--- config.mk ---
export PLATFORM = sky130hd
export DESIGN_NAME = cpp_mul
export DESIGN_NICKNAME = d
export VERILOG_FILES = /design/src/sv/cpp_mul.sv
export SDC_FILE = /design/constraint.sdc
export NUM_CORES = 1
export LEC_CHECK = 0
export BUFFER_PORTS_ARGS = -buffer_cell sky130_fd_sc_hd__buf_4
export CORE_ASPECT_RATIO = 0.9
export CORE_UTILIZATION = 40
export CTS_BUF_LIST = sky130_fd_sc_hd__clkbuf_4
export CTS_CLUSTER_SIZE = 8
export DETAILED_ROUTE_END_ITERATION = 6
export PLACE_DENSITY = 0.71
export SLEW_MARGIN = 15
export SYNTH_ARGS = -nofsm -noshare
export SYNTH_HDL_FRONTEND = slang
export SYNTH_SLANG_ARGS = --single-unit
--- constraint.sdc ---
create_clock -name i_clk -period 6.1 [get_ports i_clk]
set_input_delay 1.22 -clock i_clk [delete_from_list [all_inputs] [get_ports i_clk]]
set_output_delay 1.22 -clock i_clk [all_outputs]
set_load 0.01 [all_outputs]
--- src/sv/cpp_mul.sv ---
// Bit-serial shift-add multiplier, one multiplier bit a cycle (B_W of at least 2).
// Depends on nothing.
module cpp_mul #(
    parameter int A_W = 48,
    parameter int B_W = 32
) (
    input  logic               i_clk,
    input  logic               i_rst_n,
    input  logic               i_start,
    input  logic [A_W-1:0]     i_a,
    input  logic [B_W-1:0]     i_b,
    output logic               o_done,
    output logic [A_W+B_W-1:0] o_prod
);
    localparam int P_W = A_W + B_W;
    localparam int C_W = (B_W > 1) ? $clog2(B_W) : 1;

    logic [A_W-1:0] r_a;
    logic [B_W-1:0] r_b;
    logic [P_W-1:0] r_acc;
    logic [C_W-1:0] r_cnt;
    logic           r_busy;
    logic           r_done;
    logic [A_W:0]   w_sum;

    // Add the multiplicand into the upper half when the low multiplier bit is set
    assign w_sum = {1'b0, r_acc[P_W-1:B_W]} + (r_b[0] ? {1'b0, r_a} : {(A_W+1){1'b0}});

    always_ff @(posedge i_clk) begin
        if (!i_rst_n) begin
            r_busy <= 1'b0;
            r_done <= 1'b0;
        end else begin
            r_done <= 1'b0;
            if (i_start) begin
                r_a    <= i_a;
                r_b    <= i_b;
                r_acc  <= '0;
                r_cnt  <= '0;
                r_busy <= 1'b1;
            end else if (r_busy) begin
                r_acc <= {w_sum, r_acc[B_W-1:1]};
                r_b   <= r_b >> 1;
                r_cnt <= r_cnt + 1'b1;
                if (r_cnt == C_W'(B_W - 1)) begin
                    r_busy <= 1'b0;
                    r_done <= 1'b1;
                end
            end
        end
    end

    assign o_done = r_done;
    assign o_prod = r_acc;
endmodule

======== Word level (Yosys, flattened, before mapping) ========
Index checks and enable logic that the tools add are counted.
word-level totals
  register bits after elaboration ......... 167
  latch bits .............................. 0
  memory bits (writable) .................. 0
  memory bits (read-only) ................. 0
  input bits .............................. 83
  output and inout bits ................... 81
  memories ................................ 0
cells by class
  $add $sub $neg .......................... 2
  multipliers ............................. 0
  div/mod/pow operators ................... 0
  order comparisons ....................... 0
  eq/ne operators ......................... 1
  shift operators ......................... 0
  mux-type cells .......................... 9
  bitwise operators ....................... 2
  reductions and logical operators ........ 4
operator list
  kind                 number
  $mux 80              1
  $mux 32              2
  $add 48x48->49       1
  $mux 48              1
  $add 5x1->5 const B  1
  $eq 5x5->1 const B   1
  $mux 5               1
  $mux 1               4
  $reduce_and 2->1     2
  $reduce_or 3->1      1
  $not 1->1            2
  $reduce_bool 2->1    1

======== Longest topological paths before layout ========
  depth in word-level cells ............... 4
  depth in mapped cells ................... 13

======== Worst setup path before layout ========
Ideal clock, no wire load.
  kind .................................... in2reg
  start ................................... input i_start
  end ..................................... register r_acc[0] (netlist: o_prod[0]), enable pin
  setup time .............................. 0.486 ns
  arrival ................................. 4.211 ns
  required time ........................... 5.614 ns
  path slack .............................. 1.402 ns
  stages on the path ...................... 2
  path buffers ............................ 1
  cells stage by stage .................... clkbuf_1 > o21a_1
between the ends
  cells in the longest elaborated chain, start to end .. 2
RTL lines
  element                             line  text
  start, declared                     9     input logic i_start,
  $reduce_bool 2->1 (no source line)  n/a
  $reduce_and 2->1 (no source line)   n/a
  end signal, assigned                42    r_acc <= {w_sum, r_acc[B_W-1:1]};
  end, declared                       20    logic [P_W-1:0] r_acc;
Every way passes these cells.
A chain may end at the register's enable or synchronous reset.

======== Worst setup path after layout ========
  start ................................... register r_b[0]
  end ..................................... register r_acc[73] (netlist: o_prod[73]) (data pin)
between the ends
  cells in the longest elaborated chain, start to end .. 3
RTL lines
  element                 line  text
  start, declared         19    logic [B_W-1:0] r_b;
  start signal, assigned  37    r_b <= i_b;
  start signal, assigned  43    r_b <= r_b >> 1;
  $mux 48                 27    assign w_sum = {1'b0, r_acc[P_W-1:B_W]} + (r_b[0] ? {1'b0, r_a} : {(A_W+1){1'b0}});
  $add 48x48->49          27
  $mux 80                 41    end else if (r_busy) begin
Every way passes these cells. The select of a mux whose other input is x is not followed.

==> qor.csv <==
stage,metric,value,unit
route,via_per_inst,5.210,
setup_path,critical_path_class,flip-flop to flip-flop,
setup_path,cpPeakStageDelay,410,ps
placed_design,post-dp-hpwl,14890,um
logic_synthesis,synth_top_family_by_area,simple AND/OR/NAND/NOR gates,
logic_synthesis,synth_largest_area_cell,edfxtp_1,
sta,tightest_slew,1074,ps
setup_path,r2r_cells,12,
setup_path,arrival,3980,ps
logic_synthesis,synth.area.top_cells,"edfxtp_1 54%, ha_1 6.8%, mux2_2 4.0%",
final_layout,fill_cells,2166,
sta,tns,0,ps
die,io_pins,164,
die,dieArea,23590,um^2
placed_design,post-place-ws,2451,ps
sta,skew,24.42,ps
clocking,cts_resized,0,
placed_design,gp_congestion,0.9340,
setup_path,cp-end-kind,flip-flop,
clocking,post_cts.repair.setup_buffers,0,
logic_synthesis,yosys.area.top_type_share,53.91,%
logic_synthesis,synth_compound_area_share,12.85,%
route,vias,6539,
pwr,seq_power_share,51.9,%
clocking,clockBufferDepth,2,
route,drtIter0Drc,381,
global_routing,grt_pass1_wl,33690,um
logic_synthesis,syn_area_per_cell,11.49,um^2
clocking,insertion_delay,560,ps
global_routing,grt_overflow,0,
sta,maxSlewViolCount,0,
logic_synthesis,yosysUniqueCellTypes,62,
global_routing,grt_max_degree,96,
die,floorplan.initialDensity,40.82,%
pwr,clock_power_share,24.8,%
placed_design,placed_area,10650,um^2
clocking,clkSinkCount,167,
route,routedWlPerCell,16.82,um
final_layout,final_nets,1078,
route,first_pass_iters,5,
logic_synthesis,synthMuxAreaShare,4.656,%
placed_design,port_buffers,163,
clocking,cts_tree,yes,
pwr,pwr-share-comb,23.3,%
logic_synthesis,synth_flop_cell,edfxtp_1,
setup_path,cp.required,6440,ps
pwr,p_sw,0.8415,mW
setup_path,cp.depth,12,
setup_path,rrSetupSlack,2460,ps
sta,rsz0062_at_grt,no,
logic_synthesis,netlist_area,9190,um^2
die,die_w,161.8,um
route,drt_wl_total,21110,um
die,die_h,145.8,um
clocking,cts_inserted_buffers,17,
logic_synthesis,yosys.area_share.simple,14.79,%
hold_path,whs_path_depth,1,
setup_path,critPathTopFamily,compound AO/OA/AOI/OAI gates,
logic_synthesis,async_flop_share,0,%
logic_synthesis,synth_nets,934,
clocking,cts_root_buf,clkbuf_4,
sta,finalSetupViolations,0,
route,drcViolationCount,0,
logic_synthesis,ys_seq_area_share,54.35,%
setup_path,start_kind,flip-flop,
logic_synthesis,yosysWarnings,0,
clocking,htree_levels,4,
logic_synthesis,synth_edf_count,165,
die,row_count,52,
sta,whs,547.4,ps
setup_path,worstPathMaxFanout,48,
setup_path,worstPathCellList,buf_4 > and2_1 > ha_1 > fa_1 > a21oi_1 > o211ai_1 > and3_4 > o311a_1 > a21oi_2 > o21ai_1 > a21oi_1 > mux2_1,
sta,slew_headroom,28.33,%
clocking,hold_buffers,0,
pwr,swShare,30.95,%
sta,finalHoldViolCount,0,
pwr,p_int,1.877,mW
sta,layout_worst_path_cycle_share,59.74,%
global_routing,antenna_found_initial,1,
logic_synthesis,ys_ff_latch,167,
final_layout,drive_above_1_share,26.23,%
setup_path,cp_slowest_cell,fa_1,
pwr,irDropWorstVdd,0.1488,mV
sta,finalCriticalPeriod,3644,ps
final_layout,fin_util,48.63,%
clocking,clkTransAtPathRegs,170,ps
hold_path,hold_path.class,flip-flop to flip-flop,
pwr,powerDensity,248.4,nW/um^2
logic_synthesis,syn_inst,800,
run,drv_cap,0,
pwr,p_leak,4.279,nW
sta,finalWorstSetupSlack,2456,ps
global_routing,grt_pass1_vias,6526,
setup_path,crit_buf_inv,1,
route,ant_nets,0,
status,status,"finished, final reports clean",
die,core,22510,um^2
final_layout,postLayoutCellArea,10950,um^2
setup_path,cp_common_cell,a21oi_1,
logic_synthesis,synth_fa_ha_area_share,7.025,%
sta,fmax,0.2744,GHz
global_routing,track_usage,18.26,%
logic_synthesis,synthXorXnorAreaFrac,3.717,%
final_layout,area_delta_synth_final,19.11,%
-- metrics by stage --
step | instances | power, mW
after floorplan | 800 | 1.854
after global placement | 1222 | 2.060
after detailed placement | 1222 | 2.067
after CTS | 1254 | 2.753
after global routing | 1255 | 2.864
final | 1255 | 2.719
-- final cells by class --
class | instances | area, um^2 | share of cell area (%)
repair buffers | 167 | 1254 | 11.45
inverters | 19 | 71.32 | 0.6515
well taps | 297 | 371.6 | 3.395
clock inverters | 14 | 155.1 | 1.417
clock buffers | 18 | 135.1 | 1.234
diodes | 1 | 2.502 | 0.02286
flip-flops and latches | 167 | 4995 | 45.63
multi-input cells | 572 | 3963 | 36.20
-- sequential cells by signal, indices dropped and copies added, names as in the netlist --
register  flops
r_busy        1
r_cnt         5
r_a          48
r_b          32
o_done        1
o_prod       80
-- synthesized netlist by cell type (3+ instances only) --
cell type / n
o21bai_1: 10
and3_1: 3
nand3_1: 8
or3_1: 3
mux2_1: 5
o21a_1: 12
o211ai_1: 5
buf_1: 5
nor3_1: 7
inv_1: 19
o21ai_1: 7
mux2_2: 33
a21o_1: 14
xor2_1: 12
ha_1: 50
nand2_1: 44
xnor2_1: 27
nand4_1: 17
a21oi_1: 69
nor2_1: 73
a211oi_1: 3
edfxtp_1: 165
a31oi_1: 3
clkbuf_1: 32
o31ai_1: 4
nor2b_1: 42
and2_1: 50
o21ai_0: 37
-- power groups by stage --
| stage | combinational (mW) | sequential [mW] | clock, mW |
|---|---|---|---|
| 2_1_floorplan | 0.406 | 1.45 | 0 |
| 3_3_place_gp | 0.623 | 1.44 | 0 |
| 3_5_place_dp | 0.630 | 1.44 | 0 |
| 4_1_cts | 0.634 | 1.41 | 0.706 |
| 5_1_grt | 0.698 | 1.42 | 0.745 |
| 6_report | 0.633 | 1.41 | 0.676 |
-- logic make-up after synthesis --
family / after synthesis
xor gates and xnor gates: 39
adders and majority gates: 51
DFF: 167
and+or+nand+nor: 259
buffers and inverters: 61
muxes: 38
AOI/OAI and AO/OA: 185
-- metal layers --
metal	vias up	global-route usage [%]	share of wire, %
met4	0	4.717	1.2
li1	3212	-	-
met2	197	27.02	43
met1	3112	24.98	46
met5	-	0	0
met3	18	7.011	9.0
-- worst reg2reg max path: stages, from the launching register on --
cell and delay, ps:
edfxtp_1 390, buf_4 270, and2_1 220, ha_1 210
fa_1 410, a21oi_1 250, o211ai_1 160, and3_4 200
o311a_1 350, a21oi_2 280, o21ai_1 180, a21oi_1 180
mux2_1 330
-- path summary, 6_finish.rpt --
check,from,to
setup / recovery,r_b[0],o_prod[73]
hold / removal,r_busy,o_done
setup reg to reg,r_b[0],o_prod[73]
hold reg to reg,r_busy,o_done
-- layout by cell type, fill, tap and decap left out, types with 7 or more instances in the layout --
cell type	instances
nor3_1	7
clkbuf_4	18
and2_1	50
mux2_2	33
nand2_1	44
nand3_1	8
edfxtp_1	165
a21o_1	14
xnor2_1	27
o21ai_1	7
ha_1	50
nor2_1	73
a21oi_1	69
o21bai_1	10
xor2_1	12
nand4_1	17
buf_4	167
o21ai_0	37
nor2b_1	42
inv_1	18
o21a_1	11
(Power assumes the default switching activity.)
