--- config.mk ---
export PLATFORM = sky130hd
export DESIGN_NAME = cpp_div
export DESIGN_NICKNAME = d
export VERILOG_FILES = /design/src/sv/cpp_pkg.sv /design/src/sv/cpp_div.sv
export SDC_FILE = /design/constraint.sdc
export NUM_CORES = 1
export LEC_CHECK = 0
export ABC_CLOCK_PERIOD_IN_PS = 3800
export BUFFER_PORTS_ARGS = -buffer_cell sky130_fd_sc_hd__buf_2
export CORE_ASPECT_RATIO = 1.75
export CORE_MARGIN = 2
export CORE_UTILIZATION = 44
export DETAILED_ROUTE_END_ITERATION = 7
export GPL_TIMING_DRIVEN = 1
export MAX_ROUTING_LAYER = met4
export PLACE_DENSITY = 0.64
export SETUP_SLACK_MARGIN = 0.5
export SYNTH_ARGS = -nofsm -noshare
export SYNTH_HDL_FRONTEND = slang
export SYNTH_SLANG_ARGS = --single-unit
--- constraint.sdc ---
create_clock -name i_clk -period 3.8 [get_ports i_clk]
set_clock_uncertainty 0.05 [all_clocks]
set_input_delay 0.38 -clock i_clk [delete_from_list [all_inputs] [get_ports i_clk]]
set_output_delay 0.38 -clock i_clk [all_outputs]
set_load 0.02 [all_outputs]
--- src/sv/cpp_pkg.sv ---
// Shared types and constants of the cycle phase PI loop.
// Depends on nothing; used by the interfaces, the modulo unit, the top level, the checker and the testbench.
package cpp_pkg;

    localparam int TIME_W     = 64;
    localparam int PERIOD_W   = 32;
    localparam int CFG_IDX_W  = 3;
    localparam int CFG_DATA_W = 32;

    // Request kinds
    localparam logic REQ_SAMPLE  = 1'b0;
    localparam logic REQ_RESTART = 1'b1;

    // Register indexes of the configuration port
    typedef enum logic [CFG_IDX_W-1:0] {
        CFG_PERIOD = 3'd0,
        CFG_ALPHA  = 3'd1,
        CFG_KP     = 3'd2,
        CFG_KI     = 3'd3,
        CFG_SLEW   = 3'd4,
        CFG_ILIM   = 3'd5,
        CFG_OLIM   = 3'd6,
        CFG_LBAND  = 3'd7
    } t_cfg_idx;

    // Register values after reset
    localparam logic [31:0] RST_PERIOD = 32'd1000000;
    localparam logic [16:0] RST_ALPHA  = 17'd6554;
    localparam logic [31:0] RST_KP     = 32'd32768;
    localparam logic [31:0] RST_KI     = 32'd655;
    localparam logic [30:0] RST_SLEW   = 31'd10000;
    localparam logic [30:0] RST_ILIM   = 31'd1000000;
    localparam logic [30:0] RST_OLIM   = 31'd100000;
    localparam logic [30:0] RST_LBAND  = 31'd1000;

    typedef struct packed {
        logic              req_type;
        logic [TIME_W-1:0] reference_time;
        logic              overran;
    } t_req;

    typedef struct packed {
        logic signed [31:0] deadline_adjust;
        logic signed [31:0] phase_error;
        logic               is_locked;
        logic               coasted;
    } t_res;

endpackage

--- src/sv/cpp_div.sv ---
// Bit-serial restoring modulo unit: 64-bit dividend by 32-bit divisor, one bit a cycle.
// Depends on cpp_pkg.
module cpp_div
    import cpp_pkg::*;
(
    input  logic                i_clk,
    input  logic                i_rst_n,
    input  logic                i_start,
    input  logic [TIME_W-1:0]   i_dividend,
    input  logic [PERIOD_W-1:0] i_divisor,
    output logic                o_done,
    output logic [PERIOD_W-1:0] o_rem
);
    localparam int C_W = $clog2(TIME_W);

    logic [TIME_W-1:0]   r_num;
    logic [PERIOD_W-1:0] r_den;
    logic [PERIOD_W-1:0] r_rem;
    logic [C_W-1:0]      r_cnt;
    logic                r_busy;
    logic                r_done;

    logic [PERIOD_W:0]   w_shift;
    logic [PERIOD_W:0]   w_sub;
    logic                w_ge;

    // Shift in the next dividend bit and subtract when it fits
    always_comb begin
        w_shift = {r_rem, r_num[TIME_W-1]};
        w_sub   = w_shift - {1'b0, r_den};
        w_ge    = (w_shift >= {1'b0, r_den});
    end

    always_ff @(posedge i_clk) begin
        if (!i_rst_n) begin
            r_busy <= 1'b0;
            r_done <= 1'b0;
        end else begin
            r_done <= 1'b0;
            if (i_start) begin
                r_num  <= i_dividend;
                r_den  <= i_divisor;
                r_rem  <= '0;
                r_cnt  <= '0;
                r_busy <= 1'b1;
            end else if (r_busy) begin
                r_num <= {r_num[TIME_W-2:0], 1'b0};
                r_rem <= w_ge ? w_sub[PERIOD_W-1:0] : w_shift[PERIOD_W-1:0];
                r_cnt <= r_cnt + 1'b1;
                if (r_cnt == C_W'(TIME_W - 1)) begin
                    r_busy <= 1'b0;
                    r_done <= 1'b1;
                end
            end
        end
    end

    assign o_done = r_done;
    assign o_rem  = r_rem;
endmodule

After elaboration in Yosys (flattened, before gate mapping)
Cells that the tools add are included.
{"block": "word_totals", "regBits": 136, "in_bits": 99, "output_inout_bits": 33, "word_cells": 25}
{"block": "op_classes", "n_addsub": 2, "order_cmp": 1, "n_eq_ne": 1, "muxes": 9, "bitwise_logic": 2, "reduce_logical": 4}
{"op": "64-bit 2-to-1 mux", "count": 2}
{"op": "32-bit 2-to-1 mux", "count": 2}
{"op": "33-bit by 32-bit greater-or-equal comparator with 1-bit output", "count": 1}
{"op": "32-bit subtractor", "count": 1}
{"op": "6-bit by 1-bit adder with 6-bit output (second input constant)", "count": 1}
{"op": "6-bit == test (second input constant)", "count": 1}
{"op": "6-bit 2-to-1 mux", "count": 1}
{"op": "1-bit 2-to-1 mux", "count": 4}
{"op": "2-bit AND reduction", "count": 2}
{"op": "3-bit OR reduction", "count": 1}
{"op": "1-bit inverter", "count": 2}
{"op": "2-bit nonzero test", "count": 1}

Depth between registers and ports, before layout
Gate-level depths: netlist (run 1).
{"block": "depth", "ltp_word": 4, "ltp_mapped": 13, "depth_no_buf": 13}

Least setup slack after synthesis (run 1)
OpenSTA, ideal clock, no wires.
{"block": "synth_path", "path_type": "input to register", "start": "input port i_start", "end": "register r_rem[0], in the netlist o_rem[0], enable pin", "setup_time_ps": 470, "t_arrival_ps": 3001, "required_ps": 3280, "path_slack_ps": 279, "stages": 2, "path_buffers": 1, "cell_sequence": "clkbuf_1 -> o21a_1"}
{"block": "synth_via", "elab_chain_cells": 2}
{"element": "start, declared", "line": "cpp_div.sv:8", "source": "input logic i_start,"}
{"element": "2-bit nonzero test (no source line)"}
{"element": "2-bit AND reduction (no source line)"}
{"element": "end signal, assigned", "line": "cpp_div.sv:48", "source": "r_rem <= w_ge ? w_sub[PERIOD_W-1:0] : w_shift[PERIOD_W-1:0];"}
{"element": "end, declared", "line": "cpp_div.sv:18", "source": "logic [PERIOD_W-1:0] r_rem;"}
Every way passes these cells.
A chain may end at the register's enable or synchronous reset.

Worst setup path in the final report (run 1)
{"block": "layout_path", "start": "register r_rem[7], in the netlist o_rem[7]", "end": "register r_rem[31], in the netlist o_rem[31] (data pin)"}
{"block": "layout_via", "elab_chain_cells": 3, "word_cells_on_any_way": 4, "classes_between": "add/sub: 1; order compare: 1; mux: 2"}
{"element": "32-bit subtractor or 33-bit by 32-bit greater-or-equal comparator with 1-bit output (tied branches)", "line": "cpp_div.sv:30, cpp_div.sv:31"}
{"element": "32-bit 2-to-1 mux *", "line": "cpp_div.sv:48"}
{"element": "32-bit 2-to-1 mux *", "line": "cpp_div.sv:46", "source": "end else if (r_busy) begin"}
Mark *: on every way between the ends. The rest lies on a longest branch, timed or not. The select of a mux whose other input is x is not followed.

==> summary.log, run 1 <==
qor: global_route.grt-ovfl-total 0
qor: power_and_ir_drop.irDropWorstVdd 0.344 mV
qor: place.place_area 0.00829 mm2
qor: floorplan.io-pin-count 132
qor: cells_and_area.final_cell_area 0.00900 mm2
qor: global_route.first_global_vias 5447
qor: cells_and_area.footprint_of_the_multi_input_gates 0.00310 mm2
qor: global_route.grt_start_max_net_pins 51
qor: power_and_ir_drop.power.net_switching 1.29 mW
qor: clock_tree.numCtsBuffers 17
qor: timing.hold_viol 0
qor: critical_path.timing.critical_path.from_type flip-flop
qor: cells_and_area.area_delta_synth_final 21.6%
qor: critical_path.arrival 3.29 ns
qor: critical_path.regToRegStartpoint o_rem[7]$_SDFFCE_PP0P_
qor: critical_path.critical-path-max-stage-delay 0.48 ns
qor: critical_path.required 3.92 ns
qor: cells_and_area.seqCellArea 0.00406 mm2
qor: critical_path.cell_type_of_the_slowest_stage_on_the_worst_timing_path a221o_2
qor: cells_and_area.insertedDiodeCount 0
qor: critical_path.family_with_the_most_delay_on_the_worst_path compound AO/OA/AOI/OAI gates
qor: cells_and_area.num-fill-cells 1454
qor: yosys.synthDominantAreaCellType edfxtp_1
qor: drt.drt-vias-per-instance 5.30
qor: critical_path.worstRegToRegCells 10
qor: global_route.grt_usage 19.8%
qor: flow_run.maxCapViolCount 0
qor: global_route.grt_antenna_before_repair 0
qor: timing.rsz0062_at_grt yes
qor: yosys.synth_nets 720
qor: yosys.yosys-top-cells-area edfxtp_1 (54%), mux2_2 (9.7%), ha_1 (5.6%)
qor: cells_and_area.commonest_non_fill_non_tap_cells_in_the_layout edfxtp_1 (134), buf_2 (130), mux2_2 (64)
qor: timing.timing.setup.tns 0 ns
qor: power_and_ir_drop.p_int 3.40 mW
qor: min_path.hold_path.startpoint i_divisor[27]
qor: yosys.yosys_warnings 0
qor: min_path.timing.hold.worst_path_depth 1
qor: place.port_buffers 131
qor: clock_tree.clock_sinks 136
qor: place.gp_congestion 0.887
qor: critical_path.setup.worst_path.end_class flip-flop
qor: timing.max_freq 316 MHz
qor: drt.wl_per_cell 17.3 um
qor: power_and_ir_drop.comb_power_share 21.1%
qor: power_and_ir_drop.cellLeakagePower 3.70 nW
qor: cells_and_area.layout-drive-gt1-share 35.8%
qor: timing.timing.final.setup_violations 0
qor: drt.postRouteWirelength 16.6 mm
qor: min_path.worst_hold_path_type in -> reg
qor: floorplan.initial_utilization 45.0%
qor: power_and_ir_drop.clkPwrFrac 39.3%
qor: global_route.grt_most_used_layer met2
qor: clock_tree.cts.path.max_buffers 2
qor: yosys.syn_inst 587
qor: yosys.postSynthRegisterBits 136
qor: drt.detailedRoute.firstPassIterationCount 4
qor: yosys.synth_sequential_area_ratio 54.9%
qor: clock_tree.clkLatencyLatePin 0.43 ns
qor: cells_and_area.mostFrequentLayoutCell edfxtp_1
qor: global_route.global_routing_met1_resource_utilization 19.7%
qor: timing.min_period_over_period 83.3%
qor: floorplan.num_rows 62
qor: drt.dr_total_vias 5079
qor: global_route.grt_pass1_wl 26.2 mm
qor: timing.timing.final.max_slew_violations 0
qor: yosys.postSynth.asyncResetShare 0%
qor: clock_tree.worst_setup_hold_path_clk_slew 0.06 ns
qor: place.detailedPlace.worstSlack 0.305 ns
qor: floorplan.die_height 176 um
qor: floorplan.chipWidth 102 um
qor: drt.drc_violations 0
qor: clock_tree.tritoncts built
qor: timing.final_period_minus_worst_setup_slack 3.17 ns
qor: min_path.hold-path-endpoint r_den[27]$_DFFE_PP_
qor: floorplan.core_region_area 0.0164 mm2
qor: drt.drt_iter0_markers 126
qor: drt.postRouteAntennaNets 0
qor: yosys.synth_cell_types 62
qor: global_route.grtUsageMet3 5.77%
qor: timing.worstMarginPinSlew 0.674 ns
qor: place.hpwl_after_dpl 11.8 mm
qor: critical_path.rrSetupSlack 0.63 ns
qor: yosys.avgSynthCellArea 12.6 um2
qor: yosys.synth_ff_type edfxtp_1
qor: power_and_ir_drop.power_per_cell_area 521 mW/mm2
qor: floorplan.fp.dieArea 0.0179 mm2
qor: critical_path.worst-path-buf-inv 1
qor: global_route.grtUsageMet2 34.5%
qor: clock_tree.clock_tree.htree_level_count 4
qor: critical_path.cells_traversed_along_the_worst_timing_path ha_1 -> a21o_1 -> a221oi_4 -> inv_1 -> a221o_2 -> a211oi_4 -> nor3_1 -> nor3_2 -> xor2_1 -> o22ai_1
qor: critical_path.critical_path_peak_fanout 6
qor: yosys.area_fraction_of_the_dominant_cell_type_after_synthesis 54.3%
qor: timing.post-route-worst-setup-slack 0.634 ns
qor: critical_path.r2r-end o_rem[31]$_SDFFCE_PP0P_
qor: clock_tree.clock-root-buffer clkbuf_16
qor: yosys.synthesis.area 0.00741 mm2
qor: power_and_ir_drop.share_seq_of_total_power 39.6%
qor: power_and_ir_drop.p_sw_share 27.5%
qor: outcome.status completed
qor: yosys.synth_enable_flop_cells 134
qor: timing.slew_headroom 55.1%
qor: cells_and_area.nNetsFinal 855
qor: critical_path.ws_path_type reg -> reg
## synth_stat cells, types with 2 or more instances
library cell  instances
and2_1                6
nand2_1              31
nor4_1                3
mux2_2               64
edfxtp_1            134
a21oi_2               2
a211oi_1              2
clkbuf_1              7
nor2_2                3
buf_8                 2
dfxtp_1               2
a31oi_1               2
o21a_1                8
nand3_1               9
and3_1                6
xor2_1               11
a211o_1               3
a21boi_0              2
o21ai_0              17
buf_2                 5
inv_1                43
nor2_1               35
o22ai_1               3
ha_1                 33
a211oi_2              9
xnor2_1              19
and4_1                2
a21oi_1              36
nor2b_1               4
mux2i_1              19
nand4_1               7
buf_1                 6
o21bai_1              4
a41oi_1               2
o21ai_1               2
nor3_1                3
a21o_1               13
or2_2                 2
nand2b_1              3
## worst max-delay path by stage
| stage | slack, ns | depth (start not counted) | from | to |
|---|---|---|---|---|
| after floorplan | 0.89 | 10 | o_rem[7]$_SDFFCE_PP0P_ | o_rem[31]$_SDFFCE_PP0P_ |
| after global placement | 0.39 | 9 | o_rem[23]$_SDFFCE_PP0P_ | o_rem[9]$_SDFFCE_PP0P_ |
| after detailed placement | 0.31 | 9 | o_rem[23]$_SDFFCE_PP0P_ | o_rem[5]$_SDFFCE_PP0P_ |
| after CTS | 0.61 | 10 | o_rem[7]$_SDFFCE_PP0P_ | o_rem[27]$_SDFFCE_PP0P_ |
| after global routing | 0.50 | 11 | o_rem[8]$_SDFFCE_PP0P_ | o_rem[19]$_SDFFCE_PP0P_ |
| final | 0.63 | 10 | o_rem[7]$_SDFFCE_PP0P_ | o_rem[31]$_SDFFCE_PP0P_ |
## per-stage QoR
stage	total power, mW	cells	hold slack, ns	utilization (%)
floorplan	2.60	587	0.372	-
global placement	2.83	925	0.400	50.4
detailed placement	2.85	925	0.417	50.4
CTS	4.72	958	0.0549	54.5
global route	4.89	959	0.0522	54.7
finish	4.69	959	0.0776	54.7
## cells by family (layout without fill, tap and decap cells)
kind of cell | count (synthesis) | after routing | synth area share [%]
adders and majority gates | 34 | 34 | 5.85
buffers and inverters | 66 | 214 | 3.90
DFF | 136 | 136 | 54.9
AOI/OAI and AO/OA | 119 | 119 | 11.7
muxes | 83 | 83 | 12.3
and+or+nand+nor | 119 | 119 | 7.87
xor gates and xnor gates | 30 | 30 | 3.55
## routing by layer
layer / vias to the layer above / wire length [um]
li1: 2453 / -
met3: 34 / 1020
met5: - / 0
met4: 0 / 583
met1: 2435 / 6140
met2: 157 / 8840
## power groups by stage
stage	logic, mW	registers [mW]	clock network [mW]
2_1_floorplan	0.681	1.92	0
3_3_place_gp	0.948	1.88	0
3_5_place_dp	0.963	1.89	0
4_1_cts	0.975	1.86	1.88
5_1_grt	1.08	1.87	1.94
6_report	0.992	1.86	1.84
## flip-flops by register name (all words and copies together), names as in the netlist
signal	cells
o_done	1
r_num	64
r_cnt	6
r_den	32
o_rem	32
r_busy	1
## final cells by class
type	count	share of cell area, %
sequential	136	45.1
multi-input combinational	385	34.5
timing repair buffer	139	8.26
clock buffer	19	4.81
tap	224	3.11
clock inverter	13	2.42
inverter	43	1.79
## what timing repair did
action	4_1_cts	5_1_grt
hold buffers	0	0
pin swaps	1	1
endpoints found under the setup margin	23	15
gates resized for setup	1	6
cloned	0	0
setup buffers	1	1
Power figures use the tool's default switching activity.
==> run 2: changes to the inputs <==
Settings changed: ABC_CLOCK_PERIOD_IN_PS 3800 to 2990.
Clock period 3.8 ns to 2.99 ns, I/O delays scaled along.
==> summary.log, run 2 (synthesized netlist as in run 1, its figures left out) <==
qor: timing.max_freq 349 MHz
qor: min_path.hold_path.startpoint i_divisor[16]
qor: drt.drc_violations 0
qor: global_route.first_global_vias 5798
qor: global_route.grt_pass1_wl 27.2 mm
qor: drt.postRouteWirelength 17.2 mm
qor: power_and_ir_drop.irDropWorstVdd 0.401 mV
qor: drt.drt_iter0_markers 184
qor: clock_tree.clock_tree.htree_level_count 4
qor: global_route.grt_usage 20.3%
qor: cells_and_area.num-fill-cells 1401
qor: place.hpwl_after_dpl 12.3 mm
qor: critical_path.worstRegToRegCells 12
qor: power_and_ir_drop.power_per_cell_area 627 mW/mm2
qor: cells_and_area.commonest_non_fill_non_tap_cells_in_the_layout edfxtp_1 (134), buf_2 (130), mux2_2 (64)
qor: critical_path.regToRegStartpoint o_rem[7]$_SDFFCE_PP0P_
qor: critical_path.setup.worst_path.end_class flip-flop
qor: floorplan.die_height 176 um
qor: power_and_ir_drop.p_total 6.24 mW
qor: floorplan.num_rows 62
qor: outcome.status completed
qor: critical_path.critical_path_peak_fanout 6
qor: drt.detailedRoute.firstPassIterationCount 4
qor: clock_tree.clock-root-buffer clkbuf_16
qor: cells_and_area.largest_register_ff_count 64
qor: clock_tree.clock_sinks 136
qor: drt.postRouteAntennaNets 0
qor: clock_tree.tritoncts built
qor: cells_and_area.footprint_of_the_multi_input_gates 0.00335 mm2
qor: cells_and_area.final_cell_area 0.00995 mm2
qor: power_and_ir_drop.cellLeakagePower 4.09 nW
qor: cells_and_area.seqCellArea 0.00406 mm2
qor: timing.final_period_minus_worst_setup_slack 2.86 ns
qor: floorplan.fp.dieArea 0.0179 mm2
qor: timing.worstMarginPinSlew 0.642 ns
qor: timing.hold_viol 0
qor: timing.timing.final.setup_violations 0
qor: drt.wl_per_cell 16.6 um
qor: critical_path.rrSetupSlack 0.13 ns
qor: floorplan.chipWidth 102 um
qor: min_path.timing.hold.worst_path_depth 1
qor: clock_tree.numCtsBuffers 17
qor: min_path.worst_hold_path_type in -> reg
qor: cells_and_area.nNetsFinal 930
qor: place.port_buffers 131
qor: timing.min_period_over_period 95.8%
qor: cells_and_area.register_containing_the_most_flip_flops_in_the_final_layout r_num
qor: floorplan.initial_utilization 45.0%
qor: place.gp_congestion 0.898
qor: min_path.hold-path-endpoint r_den[16]$_DFFE_PP_
qor: place.place_area 0.00868 mm2
qor: cells_and_area.mostFrequentLayoutCell edfxtp_1
qor: clock_tree.worst_setup_hold_path_clk_slew 0.06 ns
qor: critical_path.required 3.08 ns
qor: timing.timing.setup.tns 0 ns
qor: global_route.grt-ovfl-total 0
qor: critical_path.timing.critical_path.from_type flip-flop
qor: drt.drt-vias-per-instance 5.25
qor: cells_and_area.layout-drive-gt1-share 43.5%
qor: critical_path.arrival 2.95 ns
qor: drt.dr_total_vias 5432
qor: flow_run.maxCapViolCount 0
qor: critical_path.r2r-end o_rem[8]$_SDFFCE_PP0P_
qor: timing.rsz0062_at_grt yes
qor: floorplan.io-pin-count 132
qor: global_route.grt_antenna_before_repair 1
qor: critical_path.ws_path_type reg -> reg
qor: timing.timing.final.max_slew_violations 0
qor: clock_tree.cts.path.max_buffers 2
qor: timing.slew_headroom 57.2%
qor: global_route.grt_start_max_net_pins 70
qor: floorplan.core_region_area 0.0164 mm2
qor: cells_and_area.area_delta_synth_final 34.3%
qor: clock_tree.clkLatencyLatePin 0.41 ns
[run 2: changes by cell type in the layout (fill, tap and decap cells not counted), sizes merged]
| cell | before | now |
|---|---|---|
| clkinvlp | 2 | 1 |
| inv | 46 | 44 |
| buf | 139 | 190 |
| dlygate4sd3 | 0 | 24 |
| clkbuf | 19 | 21 |
| clkinv | 3 | 4 |
| diode | 0 | 1 |
[run 2: worst max-delay path, cell delays in order (launching register included)]
cell	delay, ns
edfxtp_1	0.43
ha_4	0.26
a21o_1	0.20
a221oi_4	0.31
o21ai_2	0.10
o31ai_2	0.24
a21oi_2	0.13
a31oi_4	0.24
o211ai_4	0.11
buf_12	0.15
buf_12	0.13
mux2i_2	0.17
nor2_1	0.06
[run 2: worst max-delay path by stage]
stage,to,slack (ns),start
global route,o_rem[13]$_SDFFCE_PP0P_,0.01,o_rem[0]$_SDFFCE_PP0P_
global placement,o_rem[5]$_SDFFCE_PP0P_,0.01,o_rem[21]$_SDFFCE_PP0P_
detailed placement,o_rem[3]$_SDFFCE_PP0P_,0.01,o_rem[21]$_SDFFCE_PP0P_
CTS,o_rem[22]$_SDFFCE_PP0P_,0.12,o_rem[17]$_SDFFCE_PP0P_
finish,o_rem[8]$_SDFFCE_PP0P_,0.13,o_rem[7]$_SDFFCE_PP0P_
floorplan,o_rem[10]$_SDFFCE_PP0P_,0.19,o_rem[12]$_SDFFCE_PP0P_
[run 2: metal layers]
layer	vias to the layer above	GRT usage, %	part of all wire [%]
li1	2611	-	-
met1	2634	21.1	38
met2	152	36.0	54
met3	35	4.18	4.1
met4	0	9.39	3.5
met5	-	-	0
[run 2: area by class of cell]
| type | instances | area share (%) |
|---|---|---|
| Sequential cell | 136 | 40.9 |
| Multi-Input combinational cell | 385 | 33.7 |
| Timing Repair Buffer | 214 | 14.4 |
| Clock buffer | 21 | 4.63 |
| Tap cell | 224 | 2.82 |
| Clock inverter | 11 | 1.95 |
| Inverter | 43 | 1.62 |
| Antenna cell | 1 | 0.0252 |
[run 2: power breakdown]
part	internal (mW)	switching [mW]	leakage, nW
clock network	1.53	0.793	0.318
logic	0.757	0.793	2.48
registers	2.29	0.0760	1.30
[run 2: timing repair]
item,CTS,global route
gates resized for setup,17,21
setup buffers,10,13
hold endpoints to repair,24,0
hold buffers,24,0
gates cloned,1,0
pin swaps,7,12
setup endpoints to repair,32,32
[run 2: through the flow]
step,hold slack (ns),cells,utilization (%),setup WS (ns)
2_1_floorplan,0.348,587,-,0.190
3_3_place_gp,0.398,954,52.8,0.0143
4_1_cts,0.00153,1021,59.4,0.119
5_1_grt,0.00252,1035,60.5,0.0132
6_report,0.0184,1035,60.5,0.125
3_5_place_dp,0.427,954,52.8,0.0122
==> run 3: changes to the inputs <==
--- a/config.mk
+++ b/config.mk
@@ -17,2 +17,3 @@
 export SETUP_SLACK_MARGIN = 0.5
+export SKIP_LAST_GASP = 1
 export SYNTH_ARGS = -nofsm -noshare
--- a/constraint.sdc
+++ b/constraint.sdc
@@ -4,2 +4,2 @@
 set_output_delay 0.299 -clock i_clk [all_outputs]
-set_load 0.02 [all_outputs]
+set_load 0.005 [all_outputs]
==> summary.log, run 3 (synthesized netlist as in run 1, its figures left out) <==
qor: timing.min_period_over_period 95.9%
qor: drt.dr_total_vias 5459
qor: clock_tree.clock_tree.htree_level_count 4
qor: min_path.hold-path-endpoint o_done$_SDFF_PP0_
qor: critical_path.required 3.12 ns
qor: clock_tree.clock_sinks 136
qor: cells_and_area.nNetsFinal 938
qor: drt.drt-vias-per-instance 5.24
qor: drt.wl_per_cell 16.9 um
qor: timing.timing.final.setup_violations 0
qor: critical_path.cp_common_cell a21oi_1
qor: drt.detailedRoute.firstPassIterationCount 4
qor: floorplan.chipWidth 102 um
qor: critical_path.r2r-end o_rem[30]$_SDFFCE_PP0P_
qor: min_path.hold_path.startpoint i_rst_n
qor: cells_and_area.commonest_non_fill_non_tap_cells_in_the_layout edfxtp_1 (134), buf_2 (130), mux2_2 (64)
qor: floorplan.core_region_area 0.0164 mm2
qor: clock_tree.numCtsBuffers 17
qor: cells_and_area.num-fill-cells 1353
qor: timing.max_freq 349 MHz
qor: clock_tree.worst_setup_hold_path_clk_slew 0.06 ns
qor: cells_and_area.layout-drive-gt1-share 43.5%
qor: critical_path.setup.worst_path.end_class flip-flop
qor: clock_tree.tritoncts built
qor: critical_path.timing.critical_path.from_type flip-flop
qor: power_and_ir_drop.cellLeakagePower 4.13 nW
qor: cells_and_area.register_containing_the_most_flip_flops_in_the_final_layout r_num
qor: global_route.grt_pass1_wl 28.0 mm
qor: flow_run.maxCapViolCount 0
qor: place.gp_congestion 0.952
qor: floorplan.die_height 176 um
qor: drt.route.layer.met1.wl 6.55 mm
qor: min_path.timing.hold.worst_path_depth 3
qor: global_route.first_global_vias 5840
qor: drt.drc_violations 0
qor: power_and_ir_drop.irDropWorstVdd 0.512 mV
qor: floorplan.io-pin-count 132
qor: place.hpwl_after_dpl 12.3 mm
qor: timing.worstMarginPinSlew 0.492 ns
qor: timing.timing.setup.tns 0 ns
qor: critical_path.arrival 2.99 ns
qor: cells_and_area.insertedDiodeCount 0
qor: power_and_ir_drop.power_per_cell_area 605 mW/mm2
qor: global_route.grt_antenna_before_repair 0
qor: cells_and_area.largest_register_ff_count 64
qor: drt.postRouteAntennaNets 0
qor: critical_path.regToRegStartpoint r_num[63]$_DFFE_PP_
qor: critical_path.cells_traversed_along_the_worst_timing_path inv_1 -> ha_2 -> inv_2 -> fa_2 -> a21oi_4 -> o211ai_2 -> nand4_1 -> a2111o_1 -> a21oi_1 -> a311o_1 -> o22ai_2 -> xor2_1 -> a21oi_1
qor: clock_tree.clock-root-buffer clkbuf_16
qor: critical_path.critical-path-max-stage-delay 0.39 ns
qor: drt.detailroute.wirelength.met3 784 um
qor: floorplan.fp.dieArea 0.0179 mm2
qor: critical_path.ws_path_type reg -> reg
qor: cells_and_area.mostFrequentLayoutCell edfxtp_1
qor: floorplan.num_rows 62
qor: cells_and_area.layout.core_utilization 61.5%
qor: timing.final_period_minus_worst_setup_slack 2.87 ns
qor: place.port_buffers 131
qor: outcome.status completed
qor: critical_path.critical_path_peak_fanout 3
qor: clock_tree.clkLatencyLatePin 0.43 ns
qor: drt.dr.max_layer_used met4
qor: timing.hold_viol 0
qor: critical_path.worstRegToRegCells 13
qor: timing.timing.final.max_slew_violations 0
qor: floorplan.initial_utilization 45.0%
qor: timing.slew_headroom 67.2%
qor: drt.drt_iter0_markers 187
qor: global_route.grt_usage 21.0%
qor: timing.rsz0062_at_grt yes
qor: drt.postRouteWirelength 17.7 mm
qor: clock_tree.cts.path.max_buffers 2
qor: drt.met2_layer_wire_length_in_the_routed_design 9.77 mm
qor: global_route.grt_start_max_net_pins 49
qor: cells_and_area.area_delta_synth_final 36.6%
qor: min_path.worst_hold_path_type in -> reg
qor: critical_path.cell_type_of_the_slowest_stage_on_the_worst_timing_path edfxtp_1
qor: critical_path.rrSetupSlack 0.12 ns
qor: global_route.grt-ovfl-total 0
run 3: metal layers:
| metal | up-vias | GRT usage, % |
|---|---|---|
| li1 | 2625 | - |
| met1 | 2629 | 21.1 |
| met2 | 169 | 37.3 |
| met3 | 36 | 4.85 |
| met4 | 0 | 10.1 |
| met5 | - | - |
run 3: worst max-delay path, delay by kind of cell, from the launching register on:
family | cells | cell delay [ns]
buffers and inverters | 2 | 0.12
and+or+nand+nor | 1 | 0.23
DFF | 1 | 0.39
xor gates and xnor gates | 1 | 0.15
adders and majority gates | 2 | 0.56
AOI/OAI and AO/OA | 7 | 1.12
run 3: how the worst max path moves through the flow:
stage | from | endpoint | slack (ns) | depth (start not counted)
floorplan | o_rem[12]$_SDFFCE_PP0P_ | o_rem[12]$_SDFFCE_PP0P_ | 0.30 | 12
global placement | r_num[63]$_DFFE_PP_ | o_rem[30]$_SDFFCE_PP0P_ | 0.04 | 13
detailed placement | r_num[63]$_DFFE_PP_ | o_rem[30]$_SDFFCE_PP0P_ | 0.008 | 13
CTS | r_num[63]$_DFFE_PP_ | o_rem[30]$_SDFFCE_PP0P_ | 0.1 | 13
global route | o_rem[8]$_SDFFCE_PP0P_ | o_rem[25]$_SDFFCE_PP0P_ | 0.007 | 12
finish | r_num[63]$_DFFE_PP_ | o_rem[30]$_SDFFCE_PP0P_ | 0.12 | 13
run 3: per-stage QoR:
step | power [mW] | cell area (um2) | cells | hold slack (ns) | setup slack (ns)
floorplan | 3.30 | 7550 | 587 | 0.348 | 0.304
global placement | 3.67 | 8630 | 945 | 0.425 | 0.0447
detailed placement | 3.70 | 8630 | 945 | 0.427 | 0.00824
CTS | 6.13 | 10000 | 1039 | 0.0824 | 0.0973
global route | 6.39 | 10100 | 1042 | 0.104 | 0.00684
finish | 6.12 | 10100 | 1042 | 0.102 | 0.123
run 3: final cells by class:
cell class / instances / area (um2) / share of cell area [%]
clock buffers: 19 / 433 / 4.28
clock inverters: 13 / 178 / 1.76
inverters: 43 / 161 / 1.60
multi-input cells: 385 / 3420 / 33.8
flip-flops and latches: 136 / 4060 / 40.2
well taps: 224 / 280 / 2.77
repair buffers: 222 / 1580 / 15.6
run 3: what timing repair did:
| item | CTS | global route |
|---|---|---|
| hold buffers | 32 | 0 |
| gates cloned | 2 | 0 |
| setup buffers | 28 | 3 |
| pin swaps | 23 | 18 |
| setup endpoints to repair | 32 | 32 |
| gates resized for setup | 41 | 15 |
| hold endpoints to repair | 32 | 0 |
run 3: report_power, final:
group,leakage [nW],switching (mW),total (mW),internal [mW]
Combinational,2.55,0.770,1.57,0.802
Clock,0.288,0.794,2.18,1.39
Sequential,1.30,0.0769,2.37,2.29
Total,4.13,1.64,6.12,4.48
